[config.mk]
export PLATFORM = sky130hd
export DESIGN_NAME = track_bounding_box_charge_stats_core
export DESIGN_NICKNAME = d
export VERILOG_FILES = /design/src/design/tbb_pkg.sv /design/src/design/tbb_front.sv /design/src/design/tbb_queue.sv /design/src/design/tbb_back.sv /design/src/design/track_bounding_box_charge_stats_core.sv
export SDC_FILE = /design/constraint.sdc
export NUM_CORES = 2
export LEC_CHECK = 0
export BUFFER_PORTS_ARGS = -buffer_cell sky130_fd_sc_hd__buf_2
export CAP_MARGIN = 20
export CORE_MARGIN = 4
export CORE_UTILIZATION = 34
export CTS_CLUSTER_SIZE = 30
export DETAILED_ROUTE_END_ITERATION = 10
export PLACE_DENSITY = 0.52
export SLEW_MARGIN = 20
export SYNTH_ARGS = -nofsm -noshare
export SYNTH_HDL_FRONTEND = slang
export SYNTH_SLANG_ARGS = --single-unit
export TNS_END_PERCENT = 100
[constraint.sdc]
create_clock -name clk_i -period 8 [get_ports clk_i]
set_input_delay 1.2 -clock clk_i [delete_from_list [all_inputs] [get_ports clk_i]]
set_output_delay 1.2 -clock clk_i [all_outputs]
set_load 0.03 [all_outputs]
[src/design/tbb_pkg.sv]
// shared widths and types for the track bounding box / charge statistics block
// no dependencies
package tbb_pkg;

  localparam int COORD_BITS  = 16;
  localparam int CHARGE_BITS = 16;
  localparam int SUM_BITS    = 28;
  localparam int FRAC_BITS   = 16;
  localparam int DENS_BITS   = SUM_BITS + FRAC_BITS;
  localparam int AREA_BITS   = 2 * COORD_BITS;
  localparam int VOL_BITS    = 3 * COORD_BITS;
  localparam int DIV_CNT_BITS = $clog2(DENS_BITS);
  localparam int QUEUE_DEPTH = 2;
  localparam int QPTR_BITS   = $clog2(QUEUE_DEPTH);

  typedef logic signed [COORD_BITS-1:0] coord_t;
  typedef logic [CHARGE_BITS-1:0]       charge_t;
  typedef logic [SUM_BITS-1:0]          csum_t;

  // one finished track, as handed from front to back
  typedef struct packed {
    coord_t  x_min;
    coord_t  x_max;
    coord_t  y_min;
    coord_t  y_max;
    coord_t  z_min;
    coord_t  z_max;
    csum_t   charge_sum;
    charge_t charge_peak;
  } track_rec_t;

  // queue status seen by its two neighbors
  typedef struct packed {
    logic full;
    logic empty;
  } queue_stat_t;

endpackage

[src/design/tbb_front.sv]
// front part: per-point extremes and charge accumulation, emits a track record
// depends on tbb_pkg
module tbb_front import tbb_pkg::*; (
  input  logic       clk_i,
  input  logic       rst_ni,
  input  logic       accept_i,
  input  coord_t     x_coord_i,
  input  coord_t     y_coord_i,
  input  coord_t     z_coord_i,
  input  charge_t    charge_i,
  input  logic       last_point_i,
  output logic       rec_push_o,
  output track_rec_t rec_o
);

  logic    first_q, first_d;
  coord_t  x_lo_q, x_hi_q, y_lo_q, y_hi_q, z_lo_q, z_hi_q;
  coord_t  x_lo_n, x_hi_n, y_lo_n, y_hi_n, z_lo_n, z_hi_n;
  coord_t  x_lo_d, x_hi_d, y_lo_d, y_hi_d, z_lo_d, z_hi_d;
  csum_t   sum_q, sum_d, sum_n;
  charge_t peak_q, peak_d, peak_n;
  logic [SUM_BITS:0] sum_wide;

  always_comb begin
    if (first_q) begin
      x_lo_n = x_coord_i;  x_hi_n = x_coord_i;
      y_lo_n = y_coord_i;  y_hi_n = y_coord_i;
      z_lo_n = z_coord_i;  z_hi_n = z_coord_i;
    end else begin
      x_lo_n = (x_coord_i < x_lo_q) ? x_coord_i : x_lo_q;
      x_hi_n = (x_coord_i > x_hi_q) ? x_coord_i : x_hi_q;
      y_lo_n = (y_coord_i < y_lo_q) ? y_coord_i : y_lo_q;
      y_hi_n = (y_coord_i > y_hi_q) ? y_coord_i : y_hi_q;
      z_lo_n = (z_coord_i < z_lo_q) ? z_coord_i : z_lo_q;
      z_hi_n = (z_coord_i > z_hi_q) ? z_coord_i : z_hi_q;
    end
    // saturating charge total
    sum_wide = {1'b0, sum_q} + {{(SUM_BITS + 1 - CHARGE_BITS){1'b0}}, charge_i};
    sum_n    = sum_wide[SUM_BITS] ? {SUM_BITS{1'b1}} : sum_wide[SUM_BITS-1:0];
    peak_n   = (charge_i > peak_q) ? charge_i : peak_q;

    rec_o.x_min       = x_lo_n;
    rec_o.x_max       = x_hi_n;
    rec_o.y_min       = y_lo_n;
    rec_o.y_max       = y_hi_n;
    rec_o.z_min       = z_lo_n;
    rec_o.z_max       = z_hi_n;
    rec_o.charge_sum  = sum_n;
    rec_o.charge_peak = peak_n;
    rec_push_o        = accept_i & last_point_i;

    first_d = first_q;
    x_lo_d = x_lo_q;  x_hi_d = x_hi_q;
    y_lo_d = y_lo_q;  y_hi_d = y_hi_q;
    z_lo_d = z_lo_q;  z_hi_d = z_hi_q;
    sum_d  = sum_q;
    peak_d = peak_q;
    if (accept_i) begin
      if (last_point_i) begin
        // track closed: clear for the next one
        first_d = 1'b1;
        x_lo_d = '0;  x_hi_d = '0;
        y_lo_d = '0;  y_hi_d = '0;
        z_lo_d = '0;  z_hi_d = '0;
        sum_d  = '0;
        peak_d = '0;
      end else begin
        first_d = 1'b0;
        x_lo_d = x_lo_n;  x_hi_d = x_hi_n;
        y_lo_d = y_lo_n;  y_hi_d = y_hi_n;
        z_lo_d = z_lo_n;  z_hi_d = z_hi_n;
        sum_d  = sum_n;
        peak_d = peak_n;
      end
    end
  end

  always_ff @(posedge clk_i or negedge rst_ni) begin
    if (!rst_ni) begin
      first_q <= 1'b1;
      x_lo_q <= '0;  x_hi_q <= '0;
      y_lo_q <= '0;  y_hi_q <= '0;
      z_lo_q <= '0;  z_hi_q <= '0;
      sum_q  <= '0;
      peak_q <= '0;
    end else begin
      first_q <= first_d;
      x_lo_q <= x_lo_d;  x_hi_q <= x_hi_d;
      y_lo_q <= y_lo_d;  y_hi_q <= y_hi_d;
      z_lo_q <= z_lo_d;  z_hi_q <= z_hi_d;
      sum_q  <= sum_d;
      peak_q <= peak_d;
    end
  end

endmodule

[src/design/tbb_queue.sv]
// short queue of finished track records between front and back
// depends on tbb_pkg
module tbb_queue import tbb_pkg::*; (
  input  logic        clk_i,
  input  logic        rst_ni,
  input  logic        push_i,
  input  track_rec_t  rec_i,
  input  logic        pop_i,
  output track_rec_t  rec_o,
  output queue_stat_t stat_o
);

  track_rec_t slot_q [QUEUE_DEPTH];
  logic [QPTR_BITS-1:0] wptr_q, rptr_q;
  logic [QPTR_BITS:0]   cnt_q;
  logic do_push, do_pop;

  assign stat_o.full  = (cnt_q == (QPTR_BITS+1)'(QUEUE_DEPTH));
  assign stat_o.empty = (cnt_q == '0);
  assign do_push      = push_i & ~stat_o.full;
  assign do_pop       = pop_i & ~stat_o.empty;
  assign rec_o        = slot_q[rptr_q];

  always_ff @(posedge clk_i) begin
    if (do_push) begin
      slot_q[wptr_q] <= rec_i;
    end
  end

  always_ff @(posedge clk_i or negedge rst_ni) begin
    if (!rst_ni) begin
      wptr_q <= '0;
      rptr_q <= '0;
      cnt_q  <= '0;
    end else begin
      if (do_push) wptr_q <= wptr_q + 1'b1;
      if (do_pop)  rptr_q <= rptr_q + 1'b1;
      unique case ({do_push, do_pop})
        2'b10:   cnt_q <= cnt_q + 1'b1;
        2'b01:   cnt_q <= cnt_q - 1'b1;
        default: cnt_q <= cnt_q;
      endcase
    end
  end

endmodule

[src/design/tbb_back.sv]
// back part: box volume by two multiplies, bit-serial density division,
// and the result register; depends on tbb_pkg
module tbb_back import tbb_pkg::*; (
  input  logic        clk_i,
  input  logic        rst_ni,
  input  queue_stat_t q_stat_i,
  input  track_rec_t  q_rec_i,
  output logic        q_pop_o,
  input  logic        res_pop_i,
  output logic        res_valid_o,
  output track_rec_t  res_rec_o,
  output logic [DENS_BITS-1:0] res_density_o,
  output logic        res_density_valid_o
);

  typedef enum logic [2:0] {
    S_IDLE,
    S_AREA,
    S_VOLUME,
    S_DIVIDE,
    S_DONE
  } back_state_e;

  back_state_e state_q;
  track_rec_t  rec_q;
  logic [COORD_BITS-1:0]   dx_q, dy_q, dz_q;
  logic [AREA_BITS-1:0]    area_q;
  logic [VOL_BITS-1:0]     vol_q, rem_q;
  logic [DENS_BITS-1:0]    quo_q;
  logic [DIV_CNT_BITS-1:0] cnt_q;
  logic                    res_valid_q;

  logic [COORD_BITS:0] dx_w, dy_w, dz_w;
  logic [VOL_BITS:0]   rem_sh, rem_sub;
  logic                fits, slot_free;

  // extents are never negative, so the low bits hold the unsigned width
  assign dx_w = {q_rec_i.x_max[COORD_BITS-1], q_rec_i.x_max}
              - {q_rec_i.x_min[COORD_BITS-1], q_rec_i.x_min};
  assign dy_w = {q_rec_i.y_max[COORD_BITS-1], q_rec_i.y_max}
              - {q_rec_i.y_min[COORD_BITS-1], q_rec_i.y_min};
  assign dz_w = {q_rec_i.z_max[COORD_BITS-1], q_rec_i.z_max}
              - {q_rec_i.z_min[COORD_BITS-1], q_rec_i.z_min};

  // one restoring division step
  assign rem_sh  = {rem_q, quo_q[DENS_BITS-1]};
  assign fits    = (rem_sh >= {1'b0, vol_q});
  assign rem_sub = rem_sh - {1'b0, vol_q};

  assign slot_free   = ~res_valid_q | res_pop_i;
  assign q_pop_o     = (state_q == S_IDLE) & ~q_stat_i.empty;
  assign res_valid_o = res_valid_q;

  always_ff @(posedge clk_i or negedge rst_ni) begin
    if (!rst_ni) begin
      state_q             <= S_IDLE;
      res_valid_q         <= 1'b0;
      rec_q               <= '0;
      dx_q                <= '0;
      dy_q                <= '0;
      dz_q                <= '0;
      area_q              <= '0;
      vol_q               <= '0;
      rem_q               <= '0;
      quo_q               <= '0;
      cnt_q               <= '0;
      res_rec_o           <= '0;
      res_density_o       <= '0;
      res_density_valid_o <= 1'b0;
    end else begin
      // result register: loaded from the done state, freed by a pop
      if ((state_q == S_DONE) && slot_free) begin
        res_valid_q <= 1'b1;
      end else if (res_pop_i) begin
        res_valid_q <= 1'b0;
      end
      unique case (state_q)
        S_IDLE: begin
          if (!q_stat_i.empty) begin
            rec_q   <= q_rec_i;
            dx_q    <= dx_w[COORD_BITS-1:0];
            dy_q    <= dy_w[COORD_BITS-1:0];
            dz_q    <= dz_w[COORD_BITS-1:0];
            state_q <= S_AREA;
          end
        end
        S_AREA: begin
          area_q  <= dx_q * dy_q;
          state_q <= S_VOLUME;
        end
        S_VOLUME: begin
          vol_q   <= area_q * dz_q;
          rem_q   <= '0;
          quo_q   <= {rec_q.charge_sum, {FRAC_BITS{1'b0}}};
          cnt_q   <= DIV_CNT_BITS'(DENS_BITS - 1);
          state_q <= S_DIVIDE;
        end
        S_DIVIDE: begin
          if (vol_q == '0) begin
            // flat box: no density
            quo_q   <= '0;
            state_q <= S_DONE;
          end else begin
            rem_q <= fits ? rem_sub[VOL_BITS-1:0] : rem_sh[VOL_BITS-1:0];
            quo_q <= {quo_q[DENS_BITS-2:0], fits};
            cnt_q <= cnt_q - 1'b1;
            if (cnt_q == '0) state_q <= S_DONE;
          end
        end
        S_DONE: begin
          if (slot_free) begin
            res_rec_o           <= rec_q;
            res_density_o       <= quo_q;
            res_density_valid_o <= (vol_q != '0);
            state_q             <= S_IDLE;
          end
        end
        default: state_q <= S_IDLE;
      endcase
    end
  end

endmodule

[src/design/track_bounding_box_charge_stats_core.sv]
// track bounding box and charge statistics: one point per cycle, one result per track
// path: after its last point is taken, a track passes the queue hop, the area and volume
//   multiplies, 44 one-bit division steps and the result register; a flat box skips division
// throughput: points are taken every cycle while the queue is not full; the back part takes
//   a new track only when idle, so records wait in the 2-entry record queue
// reset: rst_ni is asynchronous active low, clears accumulators, queue and result
// depends on tbb_pkg, tbb_front, tbb_queue, tbb_back
module track_bounding_box_charge_stats_core import tbb_pkg::*; (
  input  logic                 clk_i,
  input  logic                 rst_ni,
  // point input, queue style
  input  logic                 push,
  output logic                 full,
  input  coord_t               x_coord_i,
  input  coord_t               y_coord_i,
  input  coord_t               z_coord_i,
  input  charge_t              charge_i,
  input  logic                 last_point_i,
  // track result, queue style
  output logic                 empty,
  input  logic                 pop,
  output coord_t               x_min_o,
  output coord_t               x_max_o,
  output coord_t               y_min_o,
  output coord_t               y_max_o,
  output coord_t               z_min_o,
  output coord_t               z_max_o,
  output csum_t                charge_sum_o,
  output charge_t              charge_peak_o,
  output logic [DENS_BITS-1:0] density_o,
  output logic                 density_valid_o
);

  logic        accept;
  logic        rec_push;
  track_rec_t  front_rec;
  track_rec_t  q_rec;
  queue_stat_t q_stat;
  logic        q_pop;
  logic        res_valid;
  track_rec_t  res_rec;

  // the queue must be able to take a record whenever a last point comes in,
  // so points are held off while it is full
  assign full   = q_stat.full;
  assign accept = push & ~q_stat.full;

  // front: extremes, saturating charge total and peak per point
  tbb_front u_front (
    .clk_i        (clk_i),
    .rst_ni       (rst_ni),
    .accept_i     (accept),
    .x_coord_i    (x_coord_i),
    .y_coord_i    (y_coord_i),
    .z_coord_i    (z_coord_i),
    .charge_i     (charge_i),
    .last_point_i (last_point_i),
    .rec_push_o   (rec_push),
    .rec_o        (front_rec)
  );

  // finished tracks wait here while the back part divides
  tbb_queue u_queue (
    .clk_i  (clk_i),
    .rst_ni (rst_ni),
    .push_i (rec_push),
    .rec_i  (front_rec),
    .pop_i  (q_pop),
    .rec_o  (q_rec),
    .stat_o (q_stat)
  );

  // back: volume, density division, result register
  tbb_back u_back (
    .clk_i               (clk_i),
    .rst_ni              (rst_ni),
    .q_stat_i            (q_stat),
    .q_rec_i             (q_rec),
    .q_pop_o             (q_pop),
    .res_pop_i           (pop),
    .res_valid_o         (res_valid),
    .res_rec_o           (res_rec),
    .res_density_o       (density_o),
    .res_density_valid_o (density_valid_o)
  );

  assign empty         = ~res_valid;
  assign x_min_o       = res_rec.x_min;
  assign x_max_o       = res_rec.x_max;
  assign y_min_o       = res_rec.y_min;
  assign y_max_o       = res_rec.y_max;
  assign z_min_o       = res_rec.z_min;
  assign z_max_o       = res_rec.z_max;
  assign charge_sum_o  = res_rec.charge_sum;
  assign charge_peak_o = res_rec.charge_peak;

endmodule
# --- Word level (Yosys, flattened, before mapping) ---
# Memory sizes are Yosys's and may differ from the RTL's.
# Cells that the tools add are included.
classes:
  mux: 40
  eq_ne: 11
  bitwise: 9
  mul: 2
  add_sub_neg: 10
  reduce_logical: 13
  magnitude_cmp: 8
op_table:
  columns: ["operator", "n"]
  rows:
  - ["$mux W16", 20]
  - ["$mux W48", 2]
  - ["$pmux W48 S2", 1]
  - ["$pmux W44 S2", 1]
  - ["$gt A16 B16 Y1", 4]
  - ["$mux W28", 2]
  - ["$ge A49 B48 Y1", 1]
  - ["$logic_not A48 Y1", 1]
  - ["$lt A16 B16 Y1", 3]
  - ["$mul A32 B16 Y48", 1]
  - ["$reduce_bool A48 Y1", 1]
  - ["$sub A16 B16 Y16", 3]
  - ["$sub A48 B48 Y48", 1]
  - ["$mux W44", 1]
  - ["$mul A16 B16 Y32", 1]
  - ["$add A28 B16 Y29", 1]
  - ["$pmux W3 S5", 1]
  - ["$mux W3", 4]
  - ["$pmux W6 S2", 1]
  - ["$eq A3 B2 Y1 const B", 2]
  - ["$logic_not A6 Y1", 1]
  - ["$mux W6", 1]
  - ["$reduce_and A2 Y1", 3]
  - ["$reduce_bool A2 Y1", 3]
  - ["20 further kinds", 33]
word_totals:
  mem_bits_rw: 280
  word_cells: 134
  out_inout_bits: 187
  memories: 1
  inputBits: 69
  regBits: 700
mem_list:
  columns: ["name", "depth", "word_bits", "rd", "rd_ports_with_merged_regs", "wr", "line", "source"]
  rows:
  - ["u_queue.slot_q", 2, 140, 1, 0, 1, "tbb_queue.sv:13", "track_rec_t slot_q [QUEUE_DEPTH];"]

# --- Longest topological paths before layout ---
depth:
  depth_word: 7
  ltp_mapped: 26
  ltp_nobuf: 24

# --- By module ---
# From an unflattened synthesis, not the netlist that was laid out.
unflattened:
  hier_cells: 7211
  hier_area_um2: 73315.3
modules_own_cells:
  columns: ["module", "seq_area_each_um2", "cells_per_inst", "instances", "area_each_um2"]
  rows:
  - ["tbb_back", 13888.3, 5488, 1, 50865.0]
  - ["tbb_front", 3529.6, 1267, 1, 11763.8]
  - ["tbb_queue", 8508.2, 454, 1, 10669.0]
  - ["track_bounding_box_charge_stats_core", 0.0, 2, 1, 17.5]

# --- Worst setup path before layout ---
# OpenSTA, ideal clock, no wires.
synth_timing:
  path_type: "in2reg"
  startpoint: "in last_point_i"
  endpoint: "mem u_queue.slot_q[0][0] in the netlist's numbering (enable)"
  path_stages: 5
  slack_ps: -518
  t_required_ps: 7358
  arrival_ps: 7876
  path_cell_list: "clkbuf_1 -> inv_1 -> nor2_1 -> clkinv_1 -> nor2_1"
synth_via:
  elab_chain_cells: 4
synth_rtl:
  columns: ["element", "line", "source"]
  rows:
  - ["start, declared", "track_bounding_box_charge_stats_core.sv:18", "input logic last_point_i,"]
  - ["$and A1 B1 Y1", "tbb_front.sv:50", "rec_push_o = accept_i & last_point_i;"]
  - ["$and A1 B1 Y1", "tbb_queue.sv:20", "assign do_push = push_i & ~stat_o.full;"]
  - ["$mux W1", "tbb_queue.sv:25", "if (do_push) begin"]
  - ["$mux W1 (not written as such)", "tbb_queue.sv:26", "slot_q[wptr_q] <= rec_i;"]
  - ["end, declared", "tbb_queue.sv:13", null]
# No other way between the ends.

# --- Worst setup path after layout ---
layout_timing:
  startpoint: "reg u_back.dz_q[12]"
  endpoint: "reg u_back.vol_q[41]"
layout_via:
  elab_chain_cells: 1
layout_rtl:
  columns: ["element", "line", "source"]
  rows:
  - ["start, declared", "tbb_back.sv:26", "logic [COORD_BITS-1:0] dx_q, dy_q, dz_q;"]
  - ["start signal, assigned", "tbb_back.sv:83", "dz_q <= dz_w[COORD_BITS-1:0];"]
  - ["$mul A32 B16 Y48", "tbb_back.sv:92", "vol_q <= area_q * dz_q;"]
  - ["end signal, assigned", "tbb_back.sv:92", null]
  - ["end, declared", "tbb_back.sv:28", "logic [VOL_BITS-1:0] vol_q, rem_q;"]
# No other way between the ends.
# A chain may end at the register's enable or synchronous reset.

==> Flow_metrics.wiki <==
{| class="wikitable"
! Metric !! Value
|-
| Core outline area || 0.210 mm^2
|-
| Die Y-Extent || 467 um
|-
| Source of the critical timing path || u_back.dz_q[12]$_DFFE_PN0P_
|-
| Antenna violations before repair || 26
|-
| Compound-Gate Fraction of Synth Area || 11.1%
|-
| Port buffer count || 255
|-
| Synthesized netlist net count || 8,267
|-
| Crit path to || u_back.vol_q[41]$_DFFE_PN0P_
|-
| Post-synth design cell area || 0.0716 mm^2
|-
| Post-DP HPWL || 143 mm
|-
| Share of the yosys chip area belonging to registers || 36.2%
|-
| Cell depth of the worst setup path || 20
|-
| Fraction of the mapped netlist area in simple logic gates || 12.9%
|-
| Critical path data arrival time || 7.67 ns
|-
| Total Wirelength || 193 mm
|-
| Top achievable clock speed || 141 MHz
|-
| Cell family contributing the most delay on the critical path || adder cells
|-
| Synth async-reset ratio || 71.4%
|-
| Per-cell via count in the routed design || 5.03
|-
| Final Hold Slack || 0.468 ns
|-
| Fraction of final layout cells sized beyond drive strength 1 || 11.5%
|-
| Post-cts resize count || 0
|-
| Net count, final || 8,327
|-
| Number of core rows || 168
|-
| Hold buffer count at CTS || 0
|-
| Leading cell type in the layout, fill and taps excluded || sky130_fd_sc_hd__nand2_1
|-
| Detail Route Antenna Nets || 0
|-
| Overall track demand over capacity in global routing || 17.7%
|-
| Ys Warns || 0
|-
| Number of ports placed on the die boundary || 256
|-
| Global route overflow || 0
|-
| Mapped Avg Cell Area || 10.0 um^2
|-
| Wire length of the first global-routing pass || 305 mm
|-
| Setup TNS Final || 0 ns
|-
| Summed area of non-filler cells in the final layout || 0.0795 mm^2
|-
| Largest net degree at the start of global routing || 157
|-
| Placement Cell Area || 0.0757 mm^2
|-
| Buf+Inv Stages, Crit Path || 4
|-
| Number of design-rule violations left by the first detailed-router iteration || 3,055
|-
| Starting Density || 34.2%
|-
| Max stage delay on crit path || 1.11 ns
|-
| Worst hold path type || reg -> reg
|-
| Number of synthesized flops with an enable pin || 280
|-
| Clock Tree Root || sky130_fd_sc_hd__clkbuf_16
|-
| Number of hold violations in the final report || 0
|-
| CP Capture Type || register
|-
| Final-report setup violation count || 0
|-
| Worst slew margin relative to its limit || 21.7%
|-
| Distinct cells, synth || 93
|-
| Pin slew with the least headroom to its limit || 1.17 ns
|-
| Nature of the critical path startpoint || register
|-
| Average routed wire per standard cell || 19.1 um
|-
| RSZ-0062 raised after global routing || false
|-
| Post-CTS Setup Inserts || 0
|-
| Main combinational cell family by area after synthesis || adder cells
|-
| Synth-to-layout area growth || 11.0%
|-
| Maximum Capacitance Violations || 0
|-
| Predominant post-synthesis flop cell || sky130_fd_sc_hd__dfrtp_1
|-
| Worst path cell trace || buf_4 -> nand2_1 -> fa_1 -> inv_1 -> fa_1 -> fa_1 -> fa_1 -> fa_1 -> inv_1 -> fa_1 -> inv_1 -> ha_1 -> nand3_1 -> nor3_1 -> o2111ai_1 -> a211oi_1 -> o21ai_1 -> o21bai_1 -> xnor2_1 -> o21ai_0
|-
| Destination of the worst register-to-register timing path || u_back.vol_q[41]$_DFFE_PN0P_
|-
| Vias in the first global route || 52,300
|-
| Worst EP required || 8.58 ns
|-
| Insertion delay to the later sink of the worst-skew pair || 0.77 ns
|-
| Residual DRC count || 0
|-
| Category of the critical setup timing path || reg -> reg
|-
| Worst setup skew after layout || 0.0674 ns
|-
| Tmin final || 7.09 ns
|-
| Slowest CP cell || sky130_fd_sc_hd__dfrtp_1
|-
| Number of clock buffers inserted by TritonCTS || 110
|-
| Die span in x || 467 um
|-
| FF-to-FF setup slack || 0.91 ns
|-
| Clock tree from TritonCTS || done
|-
| XOR/XNOR share of the synthesized area || 2.10%
|-
| Portion of netlist area occupied by mux cells || 5.94%
|-
| Cell count after synthesis || 7,136
|-
| Maximum level of the CTS H-tree || 3
|-
| Clock-pin transition on the worst setup and hold timing paths || 0.06 ns
|-
| Via count || 50,800
|-
| Cell mode on critical path || sky130_fd_sc_hd__fa_1
|-
| Number of cell instances on the worst register-to-register path || 20
|-
| Slew Limit Fails || 0
|-
| Number of iterations in the first detailed-routing pass || 7
|-
| Clock tree sinks || 980
|-
| Fill count || 20,900
|-
| Reg-to-reg critical path startpoint || u_back.dz_q[12]$_DFFE_PN0P_
|-
| Maximum fanout encountered on the critical timing path || 25
|-
| Full die area || 0.218 mm^2
|-
| Final cycle utilization of the critical path || 88.6%
|-
| Run status || complete, no violations
|-
| Adder-Cell Fraction of Synth Area || 25.0%
|-
| Routability congestion estimate || 0.848
|-
| Synthesized flop and latch total || 980
|-
| Buffer depth of the longest clock path || 3
|-
| Commonest cells after routing, fill and taps aside || 1,117 x sky130_fd_sc_hd__nand2_1, 900 x sky130_fd_sc_hd__inv_1, 694 x sky130_fd_sc_hd__dfrtp_1, 617 x sky130_fd_sc_hd__fa_1, 445 x sky130_fd_sc_hd__ha_1
|}
==> layer usage <==
layer | global-route usage [%] | wire [um] | vias up
li1 | - | - | 23900
met1 | 24.5 | 88600 | 25600
met2 | 28.7 | 90300 | 976
met3 | 2.47 | 8030 | 263
met4 | 5.41 | 5570 | 26
met5 | 0 | 172 | -
==> area by class of cell <==
cell class	count	area [um^2]	area share (%)
Clock inverter	58	633	0.796
Inverter	903	3390	4.26
Antenna cell	8	20.0	0.0252
Sequential cell	980	25900	32.6
Tap cell	2805	3510	4.41
Multi-Input combinational cell	4879	41000	51.6
Timing Repair Buffer	322	1920	2.42
Clock buffer	150	3110	3.91
==> stage by stage <==
step           worst slack, ns  util, %  instances
6_report                 0.913     37.9      10100
5_1_grt                  0.591     37.9      10100
4_1_cts                  0.857     37.9      10100
3_5_place_dp             0.842     36.1       9888
3_3_place_gp             0.900     36.1       9888
2_1_floorplan             1.86        -       7136
==> logic make-up after synthesis <==
family,after synthesis
compound gates,1270
xor+xnor,172
fa+ha+maj,1062
buf+inv,1277
flops,980
mux,391
simple gates,1984
==> registers in the layout, summed over array words and instances, names as in the netlist, 28 cells and up <==
signal and cells:
u_front.sum_q 28, u_back.quo_q 44, u_back.rec_q 140, u_back.res_density_o 44, u_back.area_q 32, u_queue.slot_q 280, u_back.vol_q 48, u_back.res_rec_o 140
u_back.rem_q 48
==> worst reg2reg max path, delay by kind of cell, from the launching register on <==
family	cells	cell delay, ns
fa+ha+maj	7	3.38
compound gates	5	1.20
flops	1	1.11
simple gates	3	0.59
buf+inv	4	0.49
xor+xnor	1	0.14
==> cells in the mapped netlist, types with 27 or more instances <==
cell                       instances  area share [%]
sky130_fd_sc_hd__ha_1            445             7.8
sky130_fd_sc_hd__inv_1           902             4.7
sky130_fd_sc_hd__a21o_1          129             1.4
sky130_fd_sc_hd__a211oi_1         27            0.28
sky130_fd_sc_hd__xor2_1           75            0.92
sky130_fd_sc_hd__edfxtp_1        280              12
sky130_fd_sc_hd__clkbuf_1        327             1.7
sky130_fd_sc_hd__o21ai_0         412             2.9
sky130_fd_sc_hd__o22ai_1          60            0.52
sky130_fd_sc_hd__and2_1          308             2.7
sky130_fd_sc_hd__a22oi_1          55            0.58
sky130_fd_sc_hd__nand3_1          89            0.62
sky130_fd_sc_hd__o21ai_1          83            0.58
sky130_fd_sc_hd__nor3_1           58            0.41
sky130_fd_sc_hd__xnor2_1          97             1.2
sky130_fd_sc_hd__dfrtp_1         699              24
sky130_fd_sc_hd__nor2b_1          61            0.53
sky130_fd_sc_hd__a31oi_1          57            0.50
sky130_fd_sc_hd__nand2b_1         32            0.28
sky130_fd_sc_hd__mux2i_1         116             1.6
sky130_fd_sc_hd__nor2_1          123            0.64
sky130_fd_sc_hd__and3_1           41            0.36
sky130_fd_sc_hd__nand2_1        1119             5.9
sky130_fd_sc_hd__o21a_1           47            0.49
sky130_fd_sc_hd__fa_1            617              17
sky130_fd_sc_hd__mux2_2          274             4.3
sky130_fd_sc_hd__a21oi_1         184             1.3
sky130_fd_sc_hd__nand4_1          53            0.46
==> how the worst min path moves through the flow <==
| stage | depth (start not counted) | start | end | slack (ns) |
|---|---|---|---|---|
| after floorplan | 2 | u_back.rec_q[124]$_DFFE_PN0P_ | u_back.rec_q[124]$_DFFE_PN0P_ | 0.44 |
| after global placement | 2 | u_back.rec_q[46]$_DFFE_PN0P_ | u_back.rec_q[46]$_DFFE_PN0P_ | 0.46 |
| after detailed placement | 2 | u_back.rec_q[46]$_DFFE_PN0P_ | u_back.rec_q[46]$_DFFE_PN0P_ | 0.46 |
| after CTS | 1 | rst_ni | u_back.res_rec_o[119]$_DFFE_PN0P_ | 0.46 |
| after global routing | 2 | u_back.rec_q[57]$_DFFE_PN0P_ | u_back.rec_q[57]$_DFFE_PN0P_ | 0.48 |
| final | 2 | u_back.rec_q[46]$_DFFE_PN0P_ | u_back.rec_q[46]$_DFFE_PN0P_ | 0.47 |
Power is left out: the tool's default activity adds up to more than one toggle a clock period on the data nets, which glitch-free logic cannot reach.
